--- config.mk ---
export PLATFORM = sky130hd
export DESIGN_NAME = etf_queue
export DESIGN_NICKNAME = d
export VERILOG_FILES = /design/src/etf_pkg.sv /design/src/etf_queue.sv
export SDC_FILE = /design/constraint.sdc
export NUM_CORES = 1
export LEC_CHECK = 0
export BUFFER_PORTS_ARGS = -buffer_cell sky130_fd_sc_hd__clkbuf_2
export CAP_MARGIN = 20
export CORE_MARGIN = 8
export CORE_UTILIZATION = 36
export CTS_CLUSTER_DIAMETER = 150
export DETAILED_ROUTE_END_ITERATION = 6
export GPL_ROUTABILITY_DRIVEN = 0
export SYNTH_ARGS = -nofsm -noshare
export SYNTH_HDL_FRONTEND = slang
export SYNTH_SLANG_ARGS = --single-unit
export TNS_END_PERCENT = 30
--- constraint.sdc ---
create_clock -name i_clk -period 7.4 [get_ports i_clk]
set_input_delay 1.11 -clock i_clk [delete_from_list [all_inputs] [get_ports i_clk]]
set_output_delay 1.11 -clock i_clk [all_outputs]
set_load 0.02 [all_outputs]
--- src/etf_pkg.sv ---
// ----------------------------------------------------------------------------
// etf_pkg
// Shared types and fixed constants for the escape-time fractal iterator.
// ----------------------------------------------------------------------------
package etf_pkg;

    // Fixed interface widths
    localparam int IN_W  = 32;   // Q4.28 coordinates at the ports
    localparam int CNT_W = 16;   // iteration count / limit
    localparam int SQ_W  = 36;   // Q8.28 output squares
    localparam int OUT_FRAC = 28;

    // Register file
    localparam int ADDR_W = 4;
    localparam logic [1:0] REG_LIMIT = 2'd0;
    localparam logic [1:0] REG_KIND  = 2'd1;
    localparam logic [1:0] REG_JRE   = 2'd2;
    localparam logic [1:0] REG_JIM   = 2'd3;

    localparam logic [CNT_W-1:0] LIMIT_RESET = 16'd64;

    // Fractal selection
    localparam logic KIND_MANDEL = 1'b0;
    localparam logic KIND_JULIA  = 1'b1;

    // One finished point
    typedef struct packed {
        logic [CNT_W-1:0] count;
        logic [SQ_W-1:0]  re_sq;
        logic [SQ_W-1:0]  im_sq;
    } t_result;

endpackage

--- src/etf_queue.sv ---
// ----------------------------------------------------------------------------
// etf_queue
// Two-entry job queue between front and back.
// ----------------------------------------------------------------------------
module etf_queue #(
    parameter int WIDTH = 144
) (
    input  logic             i_clk,
    input  logic             i_rst_n,
    input  logic             i_push,
    input  logic [WIDTH-1:0] i_data,
    output logic             o_full,
    output logic             o_valid,
    output logic [WIDTH-1:0] o_data,
    input  logic             i_pop
);
    import etf_pkg::*;

    logic [WIDTH-1:0] r_mem [2];
    logic             r_wptr;
    logic             r_rptr;
    logic [1:0]       r_cnt;

    assign o_full  = (r_cnt == 2'd2);
    assign o_valid = (r_cnt != 2'd0);
    assign o_data  = r_mem[r_rptr];

    // Storage
    always_ff @(posedge i_clk) begin
        if (i_push) begin
            r_mem[r_wptr] <= i_data;
        end
    end

    // Pointers and fill level
    always_ff @(posedge i_clk) begin
        if (!i_rst_n) begin
            r_wptr <= 1'b0;
            r_rptr <= 1'b0;
            r_cnt  <= 2'd0;
        end else begin
            if (i_push) begin
                r_wptr <= ~r_wptr;
            end
            if (i_pop) begin
                r_rptr <= ~r_rptr;
            end
            if (i_push && !i_pop) begin
                r_cnt <= r_cnt + 2'd1;
            end else if (i_pop && !i_push) begin
                r_cnt <= r_cnt - 2'd1;
            end
        end
    end

    assert property (@(posedge i_clk) disable iff (!i_rst_n)
        o_full |-> !i_push)
        else $error("push into full queue");
    assert property (@(posedge i_clk) disable iff (!i_rst_n)
        i_pop |-> o_valid)
        else $error("pop from empty queue");
    assert property (@(posedge i_clk) disable iff (!i_rst_n)
        r_cnt != 2'd3)
        else $error("queue level out of range");

endmodule

Yosys cells after proc, flatten, opt, wreduce, memory -nomap -nowiden
Memories as Yosys holds them, arrays and structs flattened. A register that Yosys moved wholly into a read port is not among the register bits.
Index checks and enable logic that the tools add are counted.

operators by class
  eq/ne operators = 1
  muxes and demuxes = 6
  $add $sub $neg = 2
  bitwise gates (word level) = 2
  reductions and logical operators = 6

operator list
  kind                                                                 number
  1-bit two-way mux                                                    4
  2-bit two-way mux                                                    2
  2-bit nonzero test                                                   2
  2-bit by 1-bit adder with 2-bit output (second input constant)       1
  2-bit == test (second input constant)                                1
  1-bit logical AND                                                    2
  1-bit zero test                                                      2
  1-bit inverter                                                       2
  2-bit by 1-bit subtractor with 2-bit output (second input constant)  1

storage, ports and cells
  word-level logic and storage cells = 21
  bits in registers = 4
  memories kept = 1
  bits in writable memories = 288

memories
  memory  words  bits a word  read ports  clocked after memory_dff  write ports  line             text
  r_mem   2      144          1           1                         1            etf_queue.sv:19  logic [WIDTH-1:0] r_mem [2];

Logic depth before layout (Yosys ltp)
  depth after elaboration = 4
  mapped depth = 5
  depth with buffers taken out = 5

Worst setup path before layout
Ideal clock, no wire load.

  path type = input to register
  from = input port i_push
  to = memory r_mem[0][0], enable pin
  arrival time = 7373 ps
  setup slack = -639 ps
  cell stages on the path = 1
  data required time = 6734 ps
  buffers on the path = 0
  setup time = 666 ps
  path through = nor2b_1

between the ends
  longest elaborated chain between the ends = 2

ends and longest elaborated chain
  item                                     line             text
  start, declared                          etf_queue.sv:10  input logic i_push,
  1-bit two-way mux                        etf_queue.sv:30  if (i_push) begin
  1-bit two-way mux (not written as such)  etf_queue.sv:31  r_mem[r_wptr] <= i_data;
  end, declared                            etf_queue.sv:19

Every way passes these cells.

==> key figures <==
Drt
  – First-pass DRT Iterations: 5
  – Via density: 4.43
  – Routed len/inst: 18.4 um
  – Post-DRT Antenna Nets: 0
  – Final wirelength: 22000 um
  – Initial drt markers: 199
  – DR vias: 5303
  – DRC: 0

Clock network
  – Clk sinks: 293
  – Number of H-tree levels: 1
  – CTS root buf: clkbuf_16
  – Skew-Pair Late Insertion Delay: 0.54 ns
  – Post-CTS resize count: 0
  – Clk slew on worst S/H paths: 0.06 ns
  – TritonCTS clock tree: done
  – Cts hold-fix bufs: 0
  – CTS Buffer Depth: 3
  – Post-CTS Setup Bufs: 0
  – CTS Buf Count: 31

Final layout
  – Most common cell after layout, fill and taps aside: clkbuf_2
  – Final net count: 934
  – Share of cells above drive strength 1: 0.604
  – Area added between synthesis and finish: 26.1%
  – ANT cells: 0
  – Most frequent cells in the layout: 293 x clkbuf_2, 288 x edfxtp_1, 84 x mux2_2
  – Util after Layout: 0.461

STA
  – Fmax: about 260 MHz
  – RSZ-0062 raised after global routing: false
  – Final period utilization: 0.522
  – Finish-stage setup viols: 0
  – Fin. max-slew vios: 0
  – TNS Setup: 0 ns
  – Worst Max-Slew Pin Slew: about 1.1 ns
  – Worst Skew: between 0.006 and 0.007 ns
  – Fin crit period: 3.86 ns
  – Final Hold Violating Endpoints: 0
  – Worst slew margin: 0.288

Synthesis
  – Flops & latches, synth: a little under 300
  – Seq/Total Area, Yosys: 0.807
  – Cell variety after synth: 17
  – Net Count, Synth: 619
  – Mapped Avg Cell Area: 23.1 um2
  – Post-Synthesis Cells: 470
  – Netlist Area Pre-Place: 0.0108 mm2
  – Ys Warns: 0

Floorplanning
  – Initial Util: 0.366
  – Die H: ~190 um
  – Ports: approximately 300
  – Cell row count: 63
  – Die area: 0.0359 mm2
  – Die width: 190 um
  – Core box area: 0.0296 mm2

Worst setup path
  – WS Path Type: reg -> out
  – Cells along the critical path: buf_4 > mux2_2 > clkbuf_2
  – Critical Path RT: 6.29 ns
  – Crit path max-delay family: buffers and inverters
  – Crit Path Max Fanout: 66
  – CP startpoint kind: flop
  – CP Buf/Inv Count: 2
  – Crit-path slowest cell: buf_4
  – Element type at the critical path end: primary output
  – CP Data Arrival Time: ~2.8 ns
  – Max stage delay on crit path: 0.81 ns

Worst hold path
  – Hold Crit Class: reg -> reg

Placed design
  – IO Port Bufs: 293
  – HPWL after DPL: 15000 um

Pwr
  – Max VDD drop: 0.253 mV
  – Static Leak: 5.28 nW
  – PD cells: around 280 mW/mm2
  – Power Total: just under 0.004 W

Job
  – Maximum Capacitance Violations: 0

Global route
  – First-pass GRT wire length: 33000 um
  – Antenna violations before repair: 0
  – Number of global-route vias before repair: 5900
  – Grt ovf: 0
  – Largest net degree at the start of global routing: 74
  – GRT Total Usage: 0.116

Run status
  – Status: complete, no violations
[power by group]
part / internal (W) / switching, W
clock: 0.000865 / 0.000578
sequential: 0.00192 / 0.0000263
combinational: 0.000190 / 0.000263
[cells in the mapped netlist]
| cell type | number | area [um2] |
|---|---|---|
| buf_6 | 8 | 90.1 |
| ha_1 | 1 | 12.5 |
| a21boi_0 | 1 | 7.51 |
| mux2_2 | 84 | 946 |
| or3_1 | 1 | 6.26 |
| o21a_1 | 1 | 7.51 |
| and2_1 | 4 | 25.0 |
| xor2_1 | 2 | 17.5 |
| o21ai_0 | 1 | 5.00 |
| xnor2_1 | 1 | 8.76 |
| or2_2 | 1 | 6.26 |
| nor2b_1 | 3 | 18.8 |
| buf_2 | 8 | 40.0 |
| mux2_4 | 60 | 901 |
| dfxtp_1 | 5 | 100 |
| inv_1 | 1 | 3.75 |
| edfxtp_1 | 288 | 8650 |
[layout make-up]
cell class                 count  area [um2]
inverter                       1        3.75
sequential                   293        8750
tap                          390         488
fill                        2623       16000
clock buffer                  38         802
clock inverter                16         154
multi-input combinational    160        1970
timing repair buffer         298        1500
[routing by layer]
layer	track usage	part of all wire
met5	0	0
met4	0.0280	0.015
met3	0.0531	0.11
met2	0.193	0.47
met1	0.136	0.41
[cells by family (layout without fill, tap and decap cells)]
group	after synthesis	in the layout	synth area share
AND/OR/NAND/NOR	9	9	0.00519
AO/OA/AOI/OAI	3	3	0.00185
buffers and inverters	17	353	0.0123
adder cells (fa/ha/maj)	1	1	0.00115
XOR/XNOR	3	3	0.00242
multiplexers	144	144	0.170
flip-flops	293	293	0.807
[worst reg2reg max path, stage by stage (launching register included)]
cell	delay, ns
dfxtp_1	0.39
and2_4	0.85
buf_4	0.97
[path summary, 6_finish.rpt]
path	from	endpoint	slack, ns	cells past startpoint
worst min register to register	r_cnt[1]$_SDFFE_PN0P_	r_cnt[1]$_SDFFE_PN0P_	0.51	2
worst max-delay path	flop	o_data[45]	3.54	3
worst max register to register	r_wptr$_SDFFE_PN0P_	r_mem[1][27]$_DFFE_PP_	4.74	2
worst min-delay path	r_cnt[1]$_SDFFE_PN0P_	r_cnt[1]$_SDFFE_PN0P_	0.51	2
[state kept, by name, indices dropped and copies added (netlist names), named ones only]
| signal | cells |
|---|---|
| r_cnt | 2 |
| r_rptr | 1 |
| r_mem | 288 |
| r_wptr | 1 |
[per-stage QoR]
stage	std cells	hold WS (ns)	instance area, um2	worst slack (ns)
global placement	1142	0.484	12700	3.89
CTS	1196	0.509	13700	3.42
global route	1196	0.549	13700	3.33
finish	1196	0.510	13700	3.54
floorplan	470	0.468	10800	2.08
detailed placement	1142	0.500	12700	3.90
No activity file was read; power rests on OpenSTA's default activity.
