<file path="src/etf_pkg.sv">
// ----------------------------------------------------------------------------
// etf_pkg
// Shared types and fixed constants for the escape-time fractal iterator.
// ----------------------------------------------------------------------------
package etf_pkg;

    // Fixed interface widths
    localparam int IN_W  = 32;   // Q4.28 coordinates at the ports
    localparam int CNT_W = 16;   // iteration count / limit
    localparam int SQ_W  = 36;   // Q8.28 output squares
    localparam int OUT_FRAC = 28;

    // Register file
    localparam int ADDR_W = 4;
    localparam logic [1:0] REG_LIMIT = 2'd0;
    localparam logic [1:0] REG_KIND  = 2'd1;
    localparam logic [1:0] REG_JRE   = 2'd2;
    localparam logic [1:0] REG_JIM   = 2'd3;

    localparam logic [CNT_W-1:0] LIMIT_RESET = 16'd64;

    // Fractal selection
    localparam logic KIND_MANDEL = 1'b0;
    localparam logic KIND_JULIA  = 1'b1;

    // One finished point
    typedef struct packed {
        logic [CNT_W-1:0] count;
        logic [SQ_W-1:0]  re_sq;
        logic [SQ_W-1:0]  im_sq;
    } t_result;

endpackage

</file>
<file path="src/etf_front.sv">
// ----------------------------------------------------------------------------
// etf_front
// Accepts points, converts Q4.28 to the internal format, picks the constant c
// by fractal kind and packs a job for the queue.
// ----------------------------------------------------------------------------
module etf_front #(
    parameter int COORD_WIDTH = 32,
    parameter int JOB_W = 16 + 4 * COORD_WIDTH
) (
    input  logic                      i_point_valid,
    output logic                      o_point_stall,
    input  logic [etf_pkg::IN_W-1:0]  i_point_real,
    input  logic [etf_pkg::IN_W-1:0]  i_point_imag,
    input  logic [etf_pkg::CNT_W-1:0] i_limit,
    input  logic                      i_kind,
    input  logic [etf_pkg::IN_W-1:0]  i_julia_real,
    input  logic [etf_pkg::IN_W-1:0]  i_julia_imag,
    input  logic                      i_q_full,
    output logic                      o_push,
    output logic [JOB_W-1:0]          o_job
);
    import etf_pkg::*;

    localparam int FRAC  = COORD_WIDTH - 4;
    localparam int SH_L  = (FRAC >= OUT_FRAC) ? FRAC - OUT_FRAC : 0;
    localparam int SH_R  = (FRAC <  OUT_FRAC) ? OUT_FRAC - FRAC : 0;
    localparam int EXT_W = COORD_WIDTH + IN_W;

    // Q4.28 to Q4.F; narrowing rounds toward minus infinity
    function automatic logic [COORD_WIDTH-1:0] to_q(input logic [IN_W-1:0] x);
        logic signed [EXT_W-1:0] ext;
        logic signed [EXT_W-1:0] tmp;
        ext = {{COORD_WIDTH{x[IN_W-1]}}, x};
        tmp = (ext <<< SH_L) >>> SH_R;
        return tmp[COORD_WIDTH-1:0];
    endfunction

    logic [COORD_WIDTH-1:0] w_re;
    logic [COORD_WIDTH-1:0] w_im;
    logic [COORD_WIDTH-1:0] w_cre;
    logic [COORD_WIDTH-1:0] w_cim;

    // Classify: Julia takes the configured constant, Mandelbrot the point
    always_comb begin
        w_re  = to_q(i_point_real);
        w_im  = to_q(i_point_imag);
        w_cre = (i_kind == KIND_JULIA) ? to_q(i_julia_real) : w_re;
        w_cim = (i_kind == KIND_JULIA) ? to_q(i_julia_imag) : w_im;
    end

    assign o_point_stall = i_q_full;
    assign o_push        = i_point_valid && !i_q_full;
    assign o_job         = {i_limit, w_re, w_im, w_cre, w_cim};

endmodule

</file>
<file path="config.mk">
export PLATFORM = sky130hd
export DESIGN_NAME = etf_front
export DESIGN_NICKNAME = d
export VERILOG_FILES = /design/src/etf_pkg.sv /design/src/etf_front.sv
export SDC_FILE = /design/constraint.sdc
export NUM_CORES = 1
export LEC_CHECK = 0
export BUFFER_PORTS_ARGS = -buffer_cell sky130_fd_sc_hd__buf_2
export CORE_AREA = 10 10 105 107
export DETAILED_ROUTE_END_ITERATION = 6
export DIE_AREA = 0 0 115 117
export PLACE_DENSITY = 0.6
export SYNTH_ARGS = -nofsm -noshare
export SYNTH_HDL_FRONTEND = slang
export SYNTH_SLANG_ARGS = --single-unit
</file>
<file path="constraint.sdc">
create_clock -name vclk -period 1.5
set_input_delay 0.225 -clock vclk [all_inputs]
set_output_delay 0.225 -clock vclk [all_outputs]
set_load 0.005 [all_outputs]
</file>
# --- Word-level counts from Yosys, hierarchy flattened ---
# Cells that the tools add are included.
op_classes:
  n_reduce_logical: 2
  eq_ne: 0
  n_addsub: 0
  div_mod_pow: 0
  bitwise: 0
  n_lt_le_gt_ge: 0
  mul: 0
  shifts: 0
  n_mux: 2
op_table:
  columns: ["operator", "count"]
  rows:
  - ["$mux W32", 2]
  - ["$logic_and A1 B1 Y1", 1]
  - ["$logic_not A1 Y1", 1]
totals:
  reg_bits: 0
  mem_count: 0
  latchBits: 0
  ramBits: 0
  romBits: 0
  word_cells: 4
  output_inout_bits: 146

# --- Longest topological paths before layout ---
logic_depth:
  ltp_word: 2
  mapped_depth: 3

# --- Worst setup path after synthesis ---
# OpenSTA, ideal clock, no wires.
synth_timing:
  path_type: "input port to output port"
  from: "input i_kind"
  to: "output o_job[10]"
  setup_slack_ps: 432
  required_time_ps: 1275
  path_stages: 3
  path_buffers: 2
  arrival_time_ps: 843
  cell_sequence: "buf_6 > buf_12 > mux2_4"
synth_via:
  elab_chain_len: 1
synth_rtl:
  columns: ["item", "line_no", "rtl"]
  rows:
  - ["start: declaration", "etf_front.sv:15", "input logic i_kind,"]
  - ["$mux W32", "etf_front.sv:48", "w_cim = (i_kind == KIND_JULIA) ? to_q(i_julia_imag) : w_im;"]
  - ["end: declaration", "etf_front.sv:20", "output logic [JOB_W-1:0] o_job"]
# No other way between the ends.

# --- Worst setup path in the final report ---
layout_timing:
  from: "input i_kind"
  to: "output o_job[36]"
layout_via:
  elab_chain_len: 1
layout_rtl:
  columns: ["item", "line_no", "rtl"]
  rows:
  - ["$mux W32", "etf_front.sv:47", "w_cre = (i_kind == KIND_JULIA) ? to_q(i_julia_real) : w_re;"]
# No other way between the ends.

==> results.md <==
* Run status: complete, no violations
* Worst endpoint required time at 1.27 ns
* Crit Path Category: in -> out
* Classification of the worst-slack hold path: in -> out
* Maximum net fanout on the critical path at 23
* Final wirelength at 7470 microns
* Number of cells upsized or downsized after cts at 0
* Kind of cell adding the most delay to the critical path: buffers and inverters
* Total GRT Usage at 8.81%
* Post-route ant nets at 0
* Worst-path cell with the longest stage delay: mux2_4
* Placed cell count at 442
* Net switching power at 0.278 mW
* DRC marker count from the first detailed-route iteration at 28
* Number of search-and-repair iterations in the first detailed-routing pass at 4
* Number of antenna repair diodes at 0
* Global routing met1 resource utilization at 7.78%
* Final Hold Viols at 0
* Port Buf Inserts at 261
* Detailed-route DRC error count at 0
* Pin count of the biggest net entering global routing at 24
* Most common library cell in the layout ignoring fill and taps: buf_2
* Actual slew at the worst max-slew pin at 0.178 ns
* Initial Utilization at 18.8%
* Dominant cells by area after synthesis: mux2_4 (53%), buf_4 (36%), buf_12 (7.1%), mux2_2 (2.7%), buf_6 (0.67%)
* Ratio of cells with drive above 1 in the final layout at 99.7%
* Sequential-to-total area share from yosys stat at 0%
* Seq pwr share at 0%
* Commonest cells after routing, fill and taps aside: buf_2 (260), mux2_4 (60), mux2_2 (4), buf_4 (4), buf_12 (2)
* Cell leakage power at 1.57 nW
* Dominant cell type by area after synthesis: mux2_4
* Switching part of the total at 36.8%
* Setup violators final at 0
* Cts hold-fix bufs at 0
* Worst supply voltage drop on vdd at 0.105 mV
* Power per cell area at 306 nW/um^2
* Num ports at 293
* Final non-filler cell area at 2460 sq um
* Critical path destination: o_job[36]
* Max-Slew Margin vs Limit at 88.2%
* Non-filler instance count after layout at 442
* Horizontal die dimension at 115 microns
* Fillers at 984
* Final count of pins violating max slew at 0
* Power share of the clock group at 0%
* Maximum clock frequency at 0.775 GHz
* Accumulated negative setup slack at 0 ns
* GRT Max-Usage Layer: met2
* Core footprint at 9020 sq um
* Synth Net Count at 300
* Vias in the first global route at 1931
* Number of placement rows at 35
* Area of placed instances at 2460 sq um
* Average routed wire per standard cell at 16.9 microns
* Share of the synthesized area in the top cell type at 53.3%
* Number of vias after detailed routing at 1699
* Post-layout min period at 1.29 ns
* Global-route wire length before repair at 9850 microns
* Data arrival time of the critical path at 1.07 ns
* Unique cell type count in the Yosys netlist at 6
* Syn Inst Count at 153
* Worst setup slack after placement at 0.191 ns
* Netlist Area Pre-Place at 1690 sq um
* Antenna violations before repair at 0
* Max-capacitance violation count at 0
* Post-layout net count at 480
* Average vias per placed instance at 3.84
* Total grt overflow at 0
* Global-route track usage on met3 at 4.74%
* CP endpoint kind: output port
* FF/Latch Area at 0 sq um
* GP Congestion at 0.818
* Slowest stage delay, CP at 0.32 ns
* Overall die area at 13500 sq um
* Clock Buffer Count at 0
* Synth Warn # at 0
* RSZ-0062 raised after global routing: no
* Count of flip-flops and latches at 0
* Share of the clock period used by the worst path at 86.0%
* Count of buffers added by post-CTS timing repair for setup at 0
* Met2 track demand over resource in global routing at 17.8%
* Critical Path Start Type: input port
* Buf+Inv Stages, Crit Path at 3
* DIE HEIGHT at 117 microns
* Synth-to-Final Area Change at 45.6%
* Number of cells on the critical path at 4
* Proportion of power drawn by combinational gates at 100.0%
* Setup WS post-layout at 0.210 ns
* Critical Path Start: i_kind
* Utilization of the core after routing at 27.3%
* DP Wirelength at 7140 microns
* Mean area per synthesized cell at 11.1 sq um
* Internal power of the cells at 0.477 mW
* Cell-by-cell trace of the critical path: buf_4 -> buf_12 -> mux2_4 -> buf_2
logic make-up (layout without fill, tap and decap cells):
logic type / after synthesis / count (layout) / share of synthesized area, %
buffers and inverters: 88 / 266 / 43.7
multiplexers: 64 / 64 / 55.9
AND/OR/NAND/NOR: 1 / 1 / 0.370
area by class of cell:
class	count	area, sq um	share of cell area, %
tap	111	139	5.64
multi-input combinational	65	952	38.7
timing repair buffer	266	1370	55.7
layer usage:
metal  share of wire, %  vias to the layer above
met5                  0                        -
met4               0.41                        0
met3                 16                        4
met2                 53                      155
met1                 30                      744
li1                   -                      796
power groups by stage:
stage | combinational [mW] | sequential (mW) | clock (mW)
final | 0.755 | 0 | 0
after global routing | 0.827 | 0 | 0
after CTS | 0.778 | 0 | 0
after detailed placement | 0.774 | 0 | 0
after global placement | 0.766 | 0 | 0
after floorplan | 0.501 | 0 | 0
how the worst min path moves through the flow:
| stage | slack (ns) | from | cells after the start | end |
|---|---|---|---|---|
| finish | 0.45 | i_limit[2] | 0 | o_job[130] |
| floorplan | 0.48 | i_q_full | 1 | o_push |
| global route | 0.45 | i_limit[8] | 0 | o_job[136] |
| detailed placement | 0.45 | i_limit[0] | 0 | o_job[128] |
| CTS | 0.45 | i_limit[0] | 0 | o_job[128] |
| global placement | 0.45 | i_limit[0] | 0 | o_job[128] |
cell usage after synthesis, drive strengths merged:
master,count
buf,88
mux2,64
nor2b,1
metrics by stage:
step	hold slack, ns	power [mW]
floorplan	0.480	0.501
global placement	0.450	0.766
detailed placement	0.450	0.774
CTS	0.450	0.778
global route	0.450	0.827
finish	0.450	0.755
Note: power is estimated with default switching activity, not from simulation.
